[src/rtl/core/rhd_pkg.sv]
`timescale 1ns / 1ps
// ----------------------------------------------------------------------------
// rhd_pkg: shared types and constants for the remote HID report decoder
// Report ids, payload lengths, button table and the front-to-back record.
// ----------------------------------------------------------------------------
package rhd_pkg;

  localparam int unsigned DECODED_PAYLOAD_BYTES = 20;
  localparam int unsigned NumButtons            = 39;
  localparam int unsigned StoreAw               = $clog2(DECODED_PAYLOAD_BYTES);
  localparam int unsigned OutDataW              = 208;

  localparam logic [7:0] IdDecoded = 8'hFD;
  localparam logic [7:0] IdLongA   = 8'hF9;
  localparam logic [7:0] IdLongB   = 8'h01;

  localparam logic [4:0] LenDecoded = 5'(DECODED_PAYLOAD_BYTES);
  localparam logic [4:0] LenLong    = 5'd29;
  localparam logic [4:0] LenShort   = 5'd15;
  localparam logic [5:0] IdxUnknown = 6'(NumButtons);

  localparam logic [15:0] ButtonTable [NumButtons] = '{
    16'h0000, 16'h8000, 16'h8099, 16'h8010, 16'h8011, 16'h8012, 16'h8013, 16'h8014,
    16'h8015, 16'h8016, 16'h8017, 16'h8018, 16'h8019, 16'h8044, 16'h8053, 16'h8045,
    16'h8002, 16'h8003, 16'h8009, 16'h808B, 16'h807C, 16'h8043, 16'h8028, 16'h80AB,
    16'h805D, 16'h800B, 16'h8098, 16'h8001, 16'h8072, 16'h8071, 16'h8063, 16'h8061,
    16'h8081, 16'h80B0, 16'h80BA, 16'h8040, 16'h8041, 16'h8006, 16'h8007
  };

  // one finished report, handed from framing to decode
  typedef struct packed {
    logic [7:0]  id;
    logic [4:0]  len;
    logic        decode;
    logic [15:0] code;
    logic [7:0]  delta;
    logic [15:0] counter;
    logic [15:0] fixed_word;
    logic [47:0] poi;
    logic [47:0] accel;
  } rhd_rec_t;

  function automatic logic [4:0] expected_len(input logic [7:0] id);
    logic [4:0] len;
    if (id == IdDecoded) begin
      len = LenDecoded;
    end else if (id == IdLongA || id == IdLongB) begin
      len = LenLong;
    end else begin
      len = LenShort;
    end
    return len;
  endfunction

  // first matching entry wins
  function automatic logic [5:0] button_lookup(input logic [15:0] code);
    logic [5:0] idx;
    idx = IdxUnknown;
    for (int k = NumButtons - 1; k >= 0; k--) begin
      if (ButtonTable[k] == code) begin
        idx = 6'(k);
      end
    end
    return idx;
  endfunction

endpackage

[src/rtl/core/rhd_front.sv]
`timescale 1ns / 1ps
// ----------------------------------------------------------------------------
// rhd_front: report framing
// Takes stream bytes, tracks id and length, keeps the first payload bytes
// and pushes one record per finished or flushed report.
// ----------------------------------------------------------------------------
module rhd_front (
  input  logic                clk_i,
  input  logic                rst_ni,
  input  logic                s_axis_tvalid,
  output logic                s_axis_tready,
  input  logic [7:0]          s_axis_tdata,   // [7:0] stream_byte
  input  logic                s_axis_tlast,   // stream_end
  output logic                push_valid_o,
  input  logic                push_ready_i,
  output rhd_pkg::rhd_rec_t   push_rec_o
);
  import rhd_pkg::*;

  logic                in_report_q, in_report_d;
  logic [7:0]          id_q, id_d;
  logic [4:0]          cnt_q, cnt_d;
  logic [7:0]          store_q [DECODED_PAYLOAD_BYTES];
  logic                accept;
  logic [4:0]          cnt_inc;

  assign s_axis_tready = push_ready_i;
  assign accept        = s_axis_tvalid && s_axis_tready;
  assign cnt_inc       = cnt_q + 5'd1;

  always_comb begin
    in_report_d  = in_report_q;
    id_d         = id_q;
    cnt_d        = cnt_q;
    push_valid_o = 1'b0;

    push_rec_o.id         = id_q;
    push_rec_o.len        = cnt_q;
    push_rec_o.decode     = 1'b0;
    push_rec_o.code       = {store_q[17], store_q[18]};
    push_rec_o.delta      = s_axis_tdata;
    push_rec_o.counter    = {store_q[2], store_q[1]};
    push_rec_o.fixed_word = {store_q[4], store_q[3]};
    push_rec_o.poi        = {store_q[9], store_q[10], store_q[7], store_q[8],
                             store_q[5], store_q[6]};
    push_rec_o.accel      = {store_q[15], store_q[16], store_q[13], store_q[14],
                             store_q[11], store_q[12]};

    if (accept) begin
      if (s_axis_tlast) begin
        if (in_report_q) begin
          push_valid_o = 1'b1;
          in_report_d  = 1'b0;
          cnt_d        = '0;
        end
      end else if (!in_report_q) begin
        id_d        = s_axis_tdata;
        cnt_d       = '0;
        in_report_d = 1'b1;
      end else if (cnt_inc >= expected_len(id_q)) begin
        push_valid_o      = 1'b1;
        push_rec_o.len    = cnt_inc;
        push_rec_o.decode = (id_q == IdDecoded);
        in_report_d       = 1'b0;
        cnt_d             = '0;
      end else begin
        cnt_d = cnt_inc;
      end
    end
  end

  always_ff @(posedge clk_i or negedge rst_ni) begin
    if (!rst_ni) begin
      in_report_q <= 1'b0;
      id_q        <= '0;
      cnt_q       <= '0;
    end else begin
      in_report_q <= in_report_d;
      id_q        <= id_d;
      cnt_q       <= cnt_d;
    end
  end

  always_ff @(posedge clk_i) begin
    if (accept && !s_axis_tlast && in_report_q &&
        cnt_q < 5'(DECODED_PAYLOAD_BYTES)) begin
      store_q[cnt_q[StoreAw-1:0]] <= s_axis_tdata;
    end
  end

endmodule

[src/rtl/core/rhd_queue.sv]
`timescale 1ns / 1ps
// ----------------------------------------------------------------------------
// rhd_queue: two-entry report queue
// Decouples framing from decode so either side may stall on its own.
// ----------------------------------------------------------------------------
module rhd_queue (
  input  logic              clk_i,
  input  logic              rst_ni,
  input  logic              push_valid_i,
  output logic              push_ready_o,
  input  rhd_pkg::rhd_rec_t push_rec_i,
  output logic              pop_valid_o,
  input  logic              pop_ready_i,
  output rhd_pkg::rhd_rec_t pop_rec_o
);
  import rhd_pkg::*;

  rhd_rec_t   mem_q [2];
  logic       wr_ptr_q, rd_ptr_q;
  logic [1:0] count_q;
  logic       do_push, do_pop;

  assign push_ready_o = (count_q != 2'd2);
  assign pop_valid_o  = (count_q != 2'd0);
  assign pop_rec_o    = mem_q[rd_ptr_q];
  assign do_push      = push_valid_i && push_ready_o;
  assign do_pop       = pop_valid_o && pop_ready_i;

  always_ff @(posedge clk_i or negedge rst_ni) begin
    if (!rst_ni) begin
      wr_ptr_q <= 1'b0;
      rd_ptr_q <= 1'b0;
      count_q  <= '0;
    end else begin
      if (do_push) wr_ptr_q <= ~wr_ptr_q;
      if (do_pop)  rd_ptr_q <= ~rd_ptr_q;
      if (do_push && !do_pop) begin
        count_q <= count_q + 2'd1;
      end else if (do_pop && !do_push) begin
        count_q <= count_q - 2'd1;
      end
    end
  end

  always_ff @(posedge clk_i) begin
    if (do_push) mem_q[wr_ptr_q] <= push_rec_i;
  end

endmodule

[src/rtl/core/rhd_back.sv]
`timescale 1ns / 1ps
// ----------------------------------------------------------------------------
// rhd_back: report decode and output register
// Looks up the button code, advances the wheel position and holds the
// result until it is taken.
// ----------------------------------------------------------------------------
module rhd_back (
  input  logic                   clk_i,
  input  logic                   rst_ni,
  input  logic                   pop_valid_i,
  output logic                   pop_ready_o,
  input  rhd_pkg::rhd_rec_t      pop_rec_i,
  output logic                   m_axis_tvalid,
  input  logic                   m_axis_tready,
  output logic [rhd_pkg::OutDataW-1:0] m_axis_tdata
);
  import rhd_pkg::*;

  logic                out_valid_q;
  logic [OutDataW-1:0] out_data_q, out_data_d;
  logic [31:0]         wheel_q, wheel_d;
  logic                take;
  logic                dec;

  assign pop_ready_o   = !out_valid_q || m_axis_tready;
  assign take          = pop_valid_i && pop_ready_o;
  assign dec           = pop_rec_i.decode;
  assign m_axis_tvalid = out_valid_q;
  assign m_axis_tdata  = out_data_q;

  always_comb begin
    wheel_d = wheel_q;
    if (dec) wheel_d = wheel_q + {{24{pop_rec_i.delta[7]}}, pop_rec_i.delta};
    out_data_d = {5'd0,
                  dec ? pop_rec_i.accel      : 48'd0,
                  dec ? pop_rec_i.poi        : 48'd0,
                  dec ? pop_rec_i.fixed_word : 16'd0,
                  dec ? pop_rec_i.counter    : 16'd0,
                  wheel_d,
                  dec ? pop_rec_i.delta      : 8'd0,
                  dec ? button_lookup(pop_rec_i.code) : 6'd0,
                  dec ? pop_rec_i.code       : 16'd0,
                  pop_rec_i.len,
                  pop_rec_i.id};
  end

  always_ff @(posedge clk_i or negedge rst_ni) begin
    if (!rst_ni) begin
      out_valid_q <= 1'b0;
      wheel_q     <= '0;
    end else begin
      if (pop_ready_o) out_valid_q <= pop_valid_i;
      if (take)        wheel_q     <= wheel_d;
    end
  end

  always_ff @(posedge clk_i) begin
    if (take) out_data_q <= out_data_d;
  end

endmodule

[src/rtl/core/remote_hid_report_decoder.sv]
`timescale 1ns / 1ps
// ----------------------------------------------------------------------------
// remote_hid_report_decoder: HID report framing and decode
// Frames a raw byte stream into reports and emits one decoded result per
// finished or flushed report.
//
// channel  dir  width  contents
// s_axis   in   8+1    tdata: stream_byte; tlast: stream_end
// m_axis   out  208    tdata: report fields, see port comment
//
// One byte is taken per cycle while s_axis_tready is high; framing, queue and
// decode each move one request per cycle when not stalled, so the sustained
// rate is one byte a cycle. Results pass the queue, then the output register.
// s_axis_tready drops only while the two-entry report queue is full.
// Reset clears framing state, the queue and the wheel position to zero.
// ----------------------------------------------------------------------------
module remote_hid_report_decoder (
  input  logic                          clk_i,
  input  logic                          rst_ni,
  input  logic                          s_axis_tvalid,
  output logic                          s_axis_tready,
  input  logic [7:0]                    s_axis_tdata,  // [7:0] stream_byte
  input  logic                          s_axis_tlast,  // stream_end
  output logic                          m_axis_tvalid,
  input  logic                          m_axis_tready,
  // [7:0] hdr_id, [12:8] payload_length, [28:13] button_code,
  // [34:29] button_index, [42:35] wheel_delta, [74:43] wheel_total,
  // [90:75] frame_counter, [106:91] fixed_word, [154:107] poi_words,
  // [202:155] accel_words, [207:203] zero
  output logic [rhd_pkg::OutDataW-1:0]  m_axis_tdata
);
  import rhd_pkg::*;

  logic     push_valid, push_ready, pop_valid, pop_ready;
  rhd_rec_t push_rec, pop_rec;

  rhd_front u_front (
    .clk_i,
    .rst_ni,
    .s_axis_tvalid,
    .s_axis_tready,
    .s_axis_tdata,
    .s_axis_tlast,
    .push_valid_o (push_valid),
    .push_ready_i (push_ready),
    .push_rec_o   (push_rec)
  );

  rhd_queue u_queue (
    .clk_i,
    .rst_ni,
    .push_valid_i (push_valid),
    .push_ready_o (push_ready),
    .push_rec_i   (push_rec),
    .pop_valid_o  (pop_valid),
    .pop_ready_i  (pop_ready),
    .pop_rec_o    (pop_rec)
  );

  rhd_back u_back (
    .clk_i,
    .rst_ni,
    .pop_valid_i  (pop_valid),
    .pop_ready_o  (pop_ready),
    .pop_rec_i    (pop_rec),
    .m_axis_tvalid,
    .m_axis_tready,
    .m_axis_tdata
  );

endmodule

[config.mk]
export PLATFORM = sky130hd
export DESIGN_NAME = remote_hid_report_decoder
export DESIGN_NICKNAME = d
export VERILOG_FILES = /design/src/rtl/core/rhd_pkg.sv /design/src/rtl/core/rhd_front.sv /design/src/rtl/core/rhd_queue.sv /design/src/rtl/core/rhd_back.sv /design/src/rtl/core/remote_hid_report_decoder.sv
export SDC_FILE = /design/constraint.sdc
export NUM_CORES = 1
export LEC_CHECK = 0
export BUFFER_PORTS_ARGS = -buffer_cell sky130_fd_sc_hd__buf_4
export CORE_ASPECT_RATIO = 0.75
export CORE_UTILIZATION = 60
export CTS_BUF_LIST = sky130_fd_sc_hd__clkbuf_4
export DETAILED_ROUTE_END_ITERATION = 10
export PLACE_DENSITY_LB_ADDON = 0.05
export SLEW_MARGIN = 5
export SYNTH_ARGS = -nofsm -noshare
export SYNTH_HDL_FRONTEND = slang
export SYNTH_HIERARCHICAL = 1
export SYNTH_SLANG_ARGS = --single-unit
export TNS_END_PERCENT = 30
[constraint.sdc]
create_clock -name clk_i -period 11.3 [get_ports clk_i]
set_clock_uncertainty 0.15 [all_clocks]
set_input_delay 1.13 -clock clk_i [delete_from_list [all_inputs] [get_ports clk_i]]
set_output_delay 1.13 -clock clk_i [all_outputs]
set_load 0.005 [all_outputs]
; Word-level counts from Yosys, hierarchy flattened
; Memories as Yosys holds them, arrays and structs flattened.
; Index checks and enable logic that the tools add are counted.
[word_totals]
mem_bits_rw = 492
wordCells = 163
mem_count = 2
out_inout_bits = 210
input_bits = 13
reg_bits = 254
[mem_list]
columns = memory, words, word_bits, rd, rd_clocked_by_memory_dff, write_ports, line_no
row1 = u_queue.mem_q, 2, 166, 1, 0, 1, rhd_queue.sv:18  ; rhd_rec_t mem_q [2];
row2 = u_front.store_q, 20, 8, 18, 0, 1, rhd_front.sv:23  ; logic [7:0] store_q [DECODED_PAYLOAD_BYTES];
[op_classes]
n_reduce_logical = 25
order_cmp = 2
bitwise_logic = 5
muxes = 66
n_addsub = 4
n_eq_ne = 43
[op_table]
columns = cell, count
row1 = "equality test 16 bit, first input constant", 38
row2 = 2-to-1 mux 5 bit, 25
row3 = OR reduction 33 bit, 1
row4 = adder 32 bit, 1
row5 = 2-to-1 mux 32 bit, 1
row6 = 2-to-1 mux 4 bit, 8
row7 = 2-to-1 mux 3 bit, 8
row8 = 2-to-1 mux 6 bit, 4
row9 = OR reduction 17 bit, 1
row10 = "equality test 8 bit, second input constant", 2
row11 = zero test 16 bit, 1
row12 = 2-to-1 mux 1 bit, 14
row13 = 2-to-1 mux 2 bit, 6
row14 = OR reduction 9 bit, 1
row15 = "equality test 8 x 1 -> 1 bit, second input constant", 1
row16 = logical AND 1 bit, 8
row17 = "adder 5 x 1 -> 5 bit, second input constant", 1
row18 = greater-or-equal comparator 5 bit, 1
row19 = "less-than comparator 5 bit, second input constant", 1
row20 = inverter 1 bit, 5
row21 = OR reduction 5 bit, 1
row22 = zero test 1 bit, 4
row23 = nonzero test 2 bit, 2
row24 = AND reduction 3 bit, 1
row25 = 8 further kinds, 9

; Longest topological paths before layout
; Gate-level depths: netlist of the first run.
; An unclocked memory read counts as a cell.
[logic_depth]
word_depth = 40
mapped_depth = 16
depth_no_buf = 15

; Cells and area by module
; The synthesis of the first run kept the hierarchy.
[modules_own_cells]
columns = module, instances, cells_per_inst, seq_area_each_um2, area_each_um2
row1 = rhd_queue, 1, 535, 10069.7, 12715.9
row2 = rhd_back, 1, 900, 6921.6, 11328.4
row3 = rhd_front, 1, 281, 4674.5, 5549.1

; Worst setup path after synthesis of the first run
; Ideal clock, no wire load.
[synth_path]
path_type = reg-to-reg
startpoint = register u_front.id_q[1]
endpoint = memory u_queue/mem_q[0][0] (netlist bit) (enable)
synth_period_minus_slack_ps = 9956
n_path_buf = 1
setup_time_ps = 694
required_ps = 10456
arrival_time_ps = 9112
path_slack_ps = 1344
stages_incl_launch_ff = 12
path_cell_list = dfrtp_1 -> nand2b_4 -> or3_4 -> ha_1 -> nand2b_1 -> a21oi_1 -> a2111o_1 -> and2_1 -> buf_6 -> a21oi_1 -> nand2_1 -> nor2_1
[synth_between]
elab_chain_cells = 15
word_cells_on_any_way = 17
classes_between = 1 x order compare / 3 x eq/ne / 11 x mux / 2 x reduce/logical
[synth_lines]
columns = item, line_no
row1 = from (decl), rhd_front.sv:21  ; logic [7:0] id_q, id_d;
row2 = from (signal assigned), rhd_front.sv:79  ; id_q <= id_d;
row3 = equality test 8 bit / equality test 8 x 1 -> 1 bit (equally long branches), rhd_pkg.sv:47  ; end else if (id == IdLongA || id == IdLongB) begin
row4 = logical OR 1 bit, rhd_pkg.sv:47
row5 = 2-to-1 mux 5 bit, rhd_pkg.sv:47
row6 = 2-to-1 mux 5 bit (*), rhd_pkg.sv:45  ; if (id == IdDecoded) begin
row7 = 2-to-1 mux 5 bit (*), rhd_front.sv:56  ; end else if (!in_report_q) begin
row8 = 2-to-1 mux 5 bit (*), rhd_front.sv:50  ; if (s_axis_tlast) begin
row9 = 2-to-1 mux 5 bit (*), rhd_front.sv:49  ; if (accept) begin
row10 = greater-or-equal comparator 5 bit (*), rhd_front.sv:60  ; end else if (cnt_inc >= expected_len(id_q)) begin
row11 = 2-to-1 mux 1 bit (*), rhd_front.sv:60
row12 = 2-to-1 mux 1 bit (*), rhd_front.sv:56
row13 = 2-to-1 mux 1 bit (*), rhd_front.sv:50
row14 = 2-to-1 mux 1 bit (*), rhd_front.sv:49
row15 = named net push_valid, remote_hid_report_decoder.sv:34  ; logic push_valid, push_ready, pop_valid, pop_ready;
row16 = logical AND 1 bit (*), rhd_queue.sv:26  ; assign do_push = push_valid_i && push_ready_o;
row17 = 2-to-1 mux 1 bit (*), rhd_queue.sv:46  ; if (do_push) mem_q[wr_ptr_q] <= push_rec_i;
row18 = 2-to-1 mux 1 bit (implied by the code) (*), rhd_queue.sv:46
row19 = to (decl), rhd_queue.sv:18
; Mark *: on every way through the listed nets, which the timed path passes. The rest lies on a longest branch. The select of a mux whose other input is x is not followed.

==> results of run 1 <==
## routing by layer
layer  global-route usage  vias to the layer above  wire length, um
li1                     -                     7252                -
met1                0.329                     7658            25800
met2                0.342                      495            26300
met3               0.0599                       67             3440
met4               0.0616                        4              730
met5                    0                        -               28
## final cells by class
cell class | count | area, sq um
fillers | 3338 | 14800
inverters | 20 | 82.6
clock buffers | 276 | 2070
multi-input cells | 884 | 7320
well taps | 648 | 811
flip-flops and latches | 730 | 21700
diodes | 2 | 5.00
clock inverters | 37 | 188
repair buffers | 227 | 1700
## logic make-up after synthesis
logic type	synth area share
mux	0.0977
compound gates	0.0445
xor+xnor	0.0104
fa+ha+maj	0.0176
buf+inv	0.0216
simple gates	0.0760
other cells	0.000127
flops	0.732
## where the power goes
group	internal (uW)	total [uW]	switching, uW
registers	3660	3890	231
clock network	1130	2110	981
logic	1370	2850	1480
total	6160	8850	2690
## critical path, cell delays in order, from the launching register on
cell	delay [ps]
sky130_fd_sc_hd__dfrtp_4	580
sky130_fd_sc_hd__buf_4	750
sky130_fd_sc_hd__buf_4	820
sky130_fd_sc_hd__mux2_4	770
sky130_fd_sc_hd__nand2_1	850
sky130_fd_sc_hd__nor3b_1	410
sky130_fd_sc_hd__o211ai_1	120
sky130_fd_sc_hd__o311ai_1	100
sky130_fd_sc_hd__o311ai_1	160
## sequential cells by signal (all words and copies together) (netlist names)
signal	cells
u_queue/mem_q	332
u_back/m_axis_tdata	203
u_front/store_q	144
u_back/wheel_q	32
u_front/id_q	8
u_front/cnt_q	5
u_queue/count_q	2
u_back/m_axis_tvalid	1
u_front/in_report_q	1
u_queue/rd_ptr_q	1
u_queue/wr_ptr_q	1
## stage by stage
stage	hold slack, ps	power (uW)
global route	147	9360
global placement	271	6770
CTS	127	8950
floorplan	271	5920
finish	189	8850
detailed placement	280	6810
## layout by cell type, fill, tap and decap left out, types with 5 or more instances in the layout
cell                       synthesis  routed
sky130_fd_sc_hd__a211oi_1          9       9
sky130_fd_sc_hd__a21o_1           11      11
sky130_fd_sc_hd__a21oi_1          33      33
sky130_fd_sc_hd__a31oi_1           8       8
sky130_fd_sc_hd__and2_1          154     154
sky130_fd_sc_hd__and3_1            9       8
sky130_fd_sc_hd__buf_4            16     227
sky130_fd_sc_hd__clkbuf_4          0     276
sky130_fd_sc_hd__clkinv_1          1      24
sky130_fd_sc_hd__conb_1            1       5
sky130_fd_sc_hd__dfrtp_1          51      50
sky130_fd_sc_hd__edfxtp_1        679     679
sky130_fd_sc_hd__ha_1             40      40
sky130_fd_sc_hd__inv_1            19      19
sky130_fd_sc_hd__inv_2             0       5
sky130_fd_sc_hd__mux2_2           79      78
sky130_fd_sc_hd__mux2_4          130     131
sky130_fd_sc_hd__mux2i_1           5       5
sky130_fd_sc_hd__nand2_1          86      86
sky130_fd_sc_hd__nand2b_1         12      12
sky130_fd_sc_hd__nand3_1          16      16
sky130_fd_sc_hd__nor2_1           50      49
sky130_fd_sc_hd__nor2b_1          12      12
sky130_fd_sc_hd__nor3_1           22      22
sky130_fd_sc_hd__o211ai_1          5       5
sky130_fd_sc_hd__o21a_1           11      11
sky130_fd_sc_hd__o21ai_0          30      30
sky130_fd_sc_hd__o21ai_1           8       8
sky130_fd_sc_hd__o31ai_1           8       8
sky130_fd_sc_hd__or2_2             5       5
sky130_fd_sc_hd__or3_1             5       5
sky130_fd_sc_hd__xnor2_1          20      20
sky130_fd_sc_hd__xor2_1           15      15
## worst paths after layout
check	from	end	slack, ps	depth (start not counted)
setup / recovery	u_queue/rd_ptr_q$_DFFE_PN0P_	u_back/wheel_q[31]$_DFFE_PN0P_	6370	8
max in group asynchronous	rst_ni	u_queue/rd_ptr_q$_DFFE_PN0P_	10250	1
hold / removal	rst_ni	u_back/wheel_q[23]$_DFFE_PN0P_	190	1
setup reg to reg	u_queue/rd_ptr_q$_DFFE_PN0P_	u_back/wheel_q[31]$_DFFE_PN0P_	6370	8
min in group clk_i	u_front/store_q[13][1]$_DFFE_PP_	u_queue/mem_q[0][25]$_DFFE_PP_	270	0
hold reg to reg	u_front/store_q[13][1]$_DFFE_PP_	u_queue/mem_q[0][25]$_DFFE_PP_	270	0
==> results list, run 1 <==
- Status: finished clean
* Lkg Pwr: 0.0126 uW
- Number of synthesized flops with an enable pin: 679
- Final Non-Filler Cells: 2824
* Quantity of gates resized following cts: 0
* Detailed Routing Iterations Pass 1: 6
- In the post-synthesis netlist, the cell with the most instances is sky130_fd_sc_hd__edfxtp_1.
- Final hold vios: 0
- Post-CTS Hold Buffers: 0
* Share of synthesized registers carrying an async set or reset: 0.0699
- Die Wd: 258 um
- The number of antenna violations at the first check in global routing is 3.
- Most area-hungry cell type in the Yosys netlist: sky130_fd_sc_hd__edfxtp_1
- Worst-Skew Late Latency: 850 ps
* Drt via density: 5.48
- The placed instances occupy a cell area of 31600 sq um.
- The detailed router placed 15.5k vias in this run.
- The total count of max-transition violations in the final report is 0.
- Capturing element type of the critical path: register
* GP Congestion: 0.856
* Path type of the worst min-delay path: in -> async
* Setup slack of the critical path after layout: 6370 ps
- The clock drives 730 sinks.
- During I/O placement, the number of pins put on the boundary was 223.
* Synth warnings: 6
- Detailed-route wire length: 56.3 mm
- Synthesized area divided by synthesized cell count: 17.2 sq um
- In this run the power density over the cells is 261 nW/um^2.
- Measured against its own limit, the worst slew margin works out to 0.247.
- Post-synthesis sequential area ratio: 0.732
* Overall Global Routing Usage: 0.226
- TritonCTS clock tree: yes
* # setup viols final: 0
* Top cells by count, synth: 679 x sky130_fd_sc_hd__edfxtp_1, 154 x sky130_fd_sc_hd__and2_1, 130 x sky130_fd_sc_hd__mux2_4
- For this run, the share of the core covered by cells in the final layout is 0.695.
- Data on the critical path arrives at its endpoint at 5460 ps.
- Tmin final: 4930 ps
- Detail Placement HPWL: 32.9 mm
- Share of the clock period used by the worst path: 0.437
- Clock transition time at the flip-flop clock pins of the worst setup and hold paths: 70 ps
- Number of instances in the placed design: 2509
* Worst Setup Start Kind: register
- Distinct cell type count of the synthesized netlist: 93
* RSZ-0062 raised after global routing: false
- Drt wl/cell: 19.9 um
- Most used flip-flop cell after synthesis: sky130_fd_sc_hd__edfxtp_1
- IR analysis of the VDD net gives a maximum drop of 0.000177 V.
- The synthesized design contains 730 register bits.
* Setup Slack @ Placement: 6300 ps
* Layout cell share with drive strength beyond 1: 0.350
* Residual overflow from global routing: 0
* Starting density of the core: 0.608
- Max capacitance violation total: 0
* Vertical die dimension: 194 um
- Area Growth Syn to Fin: 14.4%
- Vias in the first global route: 15.4k
- The total area inside the core boundary comes to 48700 sq um.
- Entering global routing, the biggest net connects 128 pins.
* Area of the mapped netlist: 29600 sq um
- The share of synthesized area in the top cell type comes to 0.689.
* Peak clock frequency supported by timing: 203 MHz
- Clock root buffer: sky130_fd_sc_hd__clkbuf_4
- Number of input and output port buffers inserted: 217
- Antenna viol nets, final: 0
* Count of buffers added by post-CTS timing repair for setup: 0
- Cell count after synthesis: 1716
- DIE AREA: 50200 sq um
- In the post-synthesis netlist, the biggest area contributors are sky130_fd_sc_hd__edfxtp_1 69%, sky130_fd_sc_hd__mux2_4 6.6%, sky130_fd_sc_hd__dfrtp_1 4.3%.
- Post-layout nets: 2087
- In the final timing run, aggregate negative setup slack is 0 ps.
* Worst setup path class: reg -> reg
- Number of DRC markers in iteration 0: 1101
- First-pass GRT wire length: 86.1 mm
- Buffers from clock root to sink, at most: 3
- Critical path data required time: 11830 ps
- The initialized floorplan defines 70 standard-cell rows.
- Max H-tree Level: 4
* CTS buffer count: 170
* Critical Path Fanout Max: 58
- Transition time of the tightest slew-check pin: 1130 ps
- In the routed design, unresolved DRC markers number 0.
- Final design instance area without fill: 33900 sq um
Note: power is estimated with default switching activity, not from simulation.
==> inputs of run 2 (changes only) <==
--- a/config.mk
+++ b/config.mk
@@ -5,9 +5,10 @@
 export SDC_FILE = /design/constraint.sdc
 export NUM_CORES = 1
 export LEC_CHECK = 0
+export ABC_AREA = 1
 export BUFFER_PORTS_ARGS = -buffer_cell sky130_fd_sc_hd__buf_4
 export CORE_ASPECT_RATIO = 0.75
-export CORE_UTILIZATION = 60
+export CORE_UTILIZATION = 56
 export CTS_BUF_LIST = sky130_fd_sc_hd__clkbuf_4
 export DETAILED_ROUTE_END_ITERATION = 10
 export PLACE_DENSITY_LB_ADDON = 0.05
==> constraint.sdc (replaced) <==
create_clock -name clk_i -period 4.3 [get_ports clk_i]
set_clock_uncertainty 0.15 [all_clocks]
set_input_delay 0.43 -clock clk_i [delete_from_list [all_inputs] [get_ports clk_i]]
set_output_delay 0.43 -clock clk_i [all_outputs]
set_load 0.005 [all_outputs]
==> run 2 against run 1 <==
Setup slack worse by 5800 ps. Final cell count up 27%. Highest routed layer is now met4. Utilization shrank 4.0 points. Register-to-register slack worse by 5800 ps. Maximum frequency increased by 33%. Non-clock buffer count increased by 25.
==> results list, run 2 <==
- The final non-filler cell total is 3591 (was 2824).
- Antenna viol nets, final: 0 (unchanged)
* Grt met3 use: 0.0553 (was 0.0599)
- The total core area is 51700 sq um (was 48700 sq um).
* Worst setup path class: reg -> reg (unchanged)
- The final routed wirelength across all metal layers was 64.7 mm (was 56.3 mm).
* Overall Global Routing Usage: 0.245 (was 0.226)
- Fraction of power consumed by sequential logic: 0.441 (was 0.440)
- The switching power is 8440 uW (was 2690 uW).
* Met1 global-route usage: 0.372 (was 0.329)
- Synthesized area divided by synthesized cell count: 12.1 sq um (was 17.2 sq um)
- The horizontal extent of the die is 267 um (was 258 um).
- RSZ-0062 raised after global routing: false (unchanged).
* Buffers from clock root to sink, at most: 3 (unchanged)
- The yosys synthesis warning count came to 6 (unchanged).
- The number of setup violations in the final report was 0 (unchanged).
* Cell count after synthesis: 2440 (was 1716)
- Quantity of gates resized following cts: 0 (unchanged)
- The root buffer cell was sky130_fd_sc_hd__clkbuf_4 (unchanged).
- In this design, the critical path's most frequently occurring cell is sky130_fd_sc_hd__nand2_1.
* Critical path data required time: 4710 ps (was 11830 ps)
- The cell depth of the worst flop-to-flop path came to 17 (was 8).
- Cells along the critical path: buf_4 -> nand2_1 -> nand2_1 -> ha_1 -> inv_1 -> fa_1 -> inv_1 -> nand3_1 -> nand2_2 -> a21oi_4 -> o21ai_1 -> nand2_1 -> nand2_1 -> nand3_1 -> nand2_1 -> xor2_1 -> o21ai_1 (was buf_4 -> buf_4 -> mux2_4 -> nand2_1 -> nor3b_1 -> o211ai_1 -> o311ai_1 -> o311ai_1)
- Drt via density: 5.11 (was 5.48)
* TritonCTS clock tree: yes (unchanged)
- Share of synthesized registers carrying an async set or reset: 0.0699 (unchanged)
- Status: finished clean (unchanged).
- The number of DRC markers in iteration 0 came to 1530 (was 1101).
- The number of inserted filler cells in the final layout is 4040 (was 3338).
* Share of the clock period used by the worst path: 0.860 (was 0.437)
- The number of flops mapped to enable cells by yosys was 679 (unchanged).
- The H-tree depth is 4 (unchanged).
* Worst-case vdd ir drop: 0.000403 V (was 0.000177 V)
* Vias: 18.4k (was 15.5k)
- The timing-limited maximum frequency was 270 MHz (was 203 MHz).
- The cell row count came to 72 (was 70).
* Commonest non-fill, non-tap cell in the layout: sky130_fd_sc_hd__nand2_1 (was sky130_fd_sc_hd__edfxtp_1)
* Crit path largest cell delay: 660 ps (was 850 ps)
- The post-route setup TNS is 0 ps (unchanged).
- The most common cell in the netlist was sky130_fd_sc_hd__nand2_1 (was sky130_fd_sc_hd__edfxtp_1).
* Number of flip-flops under the largest register name: 332 (unchanged)
- The number of buffers created by CTS is 170 (unchanged).
- The clock-pin transition on the worst setup and hold timing paths came to 70 ps (about the same).
* Critical path data arrival time: 4110 ps (was 5460 ps)
- The total power per unit cell area is 708 nW/um^2 (was 261 nW/um^2).
- Vertical die dimension: 200 um (was 194 um)
- Top cells by count, synth: 920 x sky130_fd_sc_hd__nand2_1, 679 x sky130_fd_sc_hd__edfxtp_1, 270 x sky130_fd_sc_hd__inv_1 (was 679 x sky130_fd_sc_hd__edfxtp_1, 154 x sky130_fd_sc_hd__and2_1, 130 x sky130_fd_sc_hd__mux2_4)
- Slowest stage cell on the critical path: sky130_fd_sc_hd__buf_4 (was sky130_fd_sc_hd__nand2_1)
- Boundary pin count: 223 (unchanged)
- Top area cells in the synthesized netlist: sky130_fd_sc_hd__edfxtp_1 69%, sky130_fd_sc_hd__nand2_1 12%, sky130_fd_sc_hd__dfrtp_1 4.3% (was sky130_fd_sc_hd__edfxtp_1 69%, sky130_fd_sc_hd__mux2_4 6.6%, sky130_fd_sc_hd__dfrtp_1 4.3%)
* Count of clock tree sinks: 730 (unchanged)
- Post-layout nets: 2837 (was 2087)
- GP Congestion: 0.885 (was 0.856)
- Most used cells in the layout excluding fill and tap cells: 917 x sky130_fd_sc_hd__nand2_1, 679 x sky130_fd_sc_hd__edfxtp_1, 269 x sky130_fd_sc_hd__inv_1, 241 x sky130_fd_sc_hd__clkbuf_4, 229 x sky130_fd_sc_hd__buf_4 (was 679 x sky130_fd_sc_hd__edfxtp_1, 276 x sky130_fd_sc_hd__clkbuf_4, 227 x sky130_fd_sc_hd__buf_4, 154 x sky130_fd_sc_hd__and2_1, 131 x sky130_fd_sc_hd__mux2_4).
- The number of remaining DRC errors is 0 (unchanged).
- DIE AREA: 53400 sq um (was 50200 sq um)
- Final hold vios: 0 (unchanged)
- The fraction of met2 tracks used by global routing is 0.358 (was 0.342).
- Number of antenna violations at the first check in global routing: 4 (was 3)
- The initial standard-cell utilization of the core came to 0.569 (was 0.608).
- Buf+Inv Stages, Crit Path: 3 (was 2)
- The portion of total power attributed to the clock network came to 0.220 (was 0.239).
- The register bit count reported by yosys is 730 (unchanged).
- The busiest layer in global routing was met1 (was met2).
- The global-route congestion overflow total came to 0 (unchanged).
* Worst Setup Start Kind: register (unchanged)
- Most used flip-flop cell after synthesis: sky130_fd_sc_hd__edfxtp_1 (unchanged)
* Number of input and output port buffers inserted: 217 (unchanged)
* Combinational group share of total power: 0.340 (was 0.322)
- The slew at the pin closest to its max-slew limit came to 1170 ps (was 1130 ps).
- Capturing element type of the critical path: register (unchanged)
* Most area-hungry cell type in the Yosys netlist: sky130_fd_sc_hd__edfxtp_1 (unchanged)
* Tmin final: 3700 ps (was 4930 ps)
- The overall power of the completed layout is 24000 uW (was 8850 uW).
- The family with the most delay on the worst path is simple AND/OR/NAND/NOR gates (was buffers and inverters).
- The cell area after technology mapping came to 29400 sq um (was 29600 sq um).
- The layout cell share with drive strength beyond 1 came to 0.188 (was 0.350).
- Worst-Skew Late Latency: 890 ps (was 850 ps)
- The static leakage is 0.0147 uW (was 0.0126 uW).
* Internal Power: 15600 uW (was 6160 uW)
- Drt wl/cell: 18.0 um (was 19.9 um)
- The number of maximum-capacitance violations came to 0 (unchanged).
* Top cell type's share of synthesized area: 0.693 (was 0.689)
* Largest reg by FF count: u_queue/mem_q (unchanged)
* Critical Path Fanout Max: 68 (was 58)
- The layout overhead on the synthesized area was 15.3% (was 14.4%).
- Path type of the worst min-delay path: reg -> reg (was in -> async)
- Detail Placement HPWL: 39.3 mm (was 32.9 mm)
- The total count of max-transition violations in the final report came to 0 (unchanged).
- Counting instances, the worst hold path has a depth of 0.
- The first-pass detailed-route iteration total is 5 (was 6).
- The switching share of total power came to 0.352 (was 0.304).
* Distinct cell type count of the synthesized netlist: 58 (was 93)
- The number of placed instances with taps included is 3299 (was 2509).
* Max transition margin: 0.221 (was 0.247)
- The number of global-route vias before repair was 17.6k (was 15.4k).
- The path length in cells of the critical path was 17 (was 8).
- The pin count of the biggest net entering global routing is 100 (was 128).
* Post-synthesis sequential area ratio: 0.737 (was 0.732)
- The first-pass GRT wire length is 99.0 mm (was 86.1 mm).
## run 2: cell types whose count changed after synthesis, moves of 15 or more
| cell | before | now |
|---|---|---|
| sky130_fd_sc_hd__and2_1 | 154 | 2 |
| sky130_fd_sc_hd__buf_2 | 3 | 19 |
| sky130_fd_sc_hd__clkbuf_1 | 41 | 26 |
| sky130_fd_sc_hd__inv_1 | 19 | 270 |
| sky130_fd_sc_hd__mux2_2 | 79 | 5 |
| sky130_fd_sc_hd__mux2_4 | 130 | 0 |
| sky130_fd_sc_hd__nand2_1 | 86 | 920 |
| sky130_fd_sc_hd__nand3_1 | 16 | 46 |
| sky130_fd_sc_hd__nor2_1 | 50 | 105 |
| sky130_fd_sc_hd__o21ai_0 | 30 | 48 |
## run 2: repair_timing
item | CTS | global route
hold endpoints to repair | 224 | 0
buffers inserted | 0 | 0
hold buffers | 15 | 0
endpoints found under the setup margin | 0 | 0
## run 2: power by group through the flow
| stage | registers, uW | clock network, uW | logic, uW |
|---|---|---|---|
| after floorplan | 10800 | 0 | 4840 |
| after global placement | 10700 | 0 | 8070 |
| after detailed placement | 10700 | 0 | 8150 |
| after CTS | 10600 | 5430 | 8200 |
| after global routing | 10700 | 5790 | 9090 |
| final | 10600 | 5270 | 8150 |
## run 2: area by class of cell
type,count,area (sq um),area share
Sequential cell,730,21700,0.639
Multi-Input combinational cell,1353,6220,0.184
Timing Repair Buffer,252,2040,0.0602
Clock buffer,241,1810,0.0534
Inverter,276,1050,0.0309
Tap cell,703,880,0.0259
Clock inverter,34,225,0.00664
Antenna cell,2,5.00,0.000148
## run 2: path summary, 6_finish.rpt
| check | from | end | slack (ps) |
|---|---|---|---|
| worst max-delay path | u_queue/rd_ptr_q$_DFFE_PN0P_ | u_back/m_axis_tdata[71]$_DFFE_PP_ | 600 |
| worst min-delay path | u_front/store_q[13][5]$_DFFE_PP_ | u_queue/mem_q[1][29]$_DFFE_PP_ | 270 |
| worst max register to register | u_queue/rd_ptr_q$_DFFE_PN0P_ | u_back/m_axis_tdata[71]$_DFFE_PP_ | 600 |
| worst min register to register | u_front/store_q[13][5]$_DFFE_PP_ | u_queue/mem_q[1][29]$_DFFE_PP_ | 270 |
| max in group asynchronous | rst_ni | u_back/wheel_q[0]$_DFFE_PN0P_ | 3020 |
| min in group asynchronous | rst_ni | u_back/wheel_q[23]$_DFFE_PN0P_ | 470 |
## run 2: cell families (layout without fill, tap and decap cells)
kind of cell	after synthesis	in the layout	share of synthesized area
other	1	7	0.000128
muxes	5	5	0.00191
AOI/OAI and AO/OA	147	147	0.0303
buffers and inverters	361	803	0.0540
DFF	730	730	0.737
adders and majority gates	41	41	0.0177
xor gates and xnor gates	23	23	0.00711
and+or+nand+nor	1132	1132	0.152
## run 2: metrics by stage
stage	setup WS (ps)	util	hold WS [ps]	area, sq um
2_1_floorplan	-2320	-	-15.6	29500
3_3_place_gp	671	0.613	272	31700
3_5_place_dp	634	0.613	279	31700
4_1_cts	637	0.656	262	33900
5_1_grt	266	0.656	273	33900
6_report	603	0.656	268	33900
## run 2: layer usage
metal | wire length [um] | vias up
met3 | 4710 | 72
met5 | 0 | -
met4 | 1040 | 0
li1 | - | 8879
met2 | 29100 | 640
met1 | 29800 | 8775
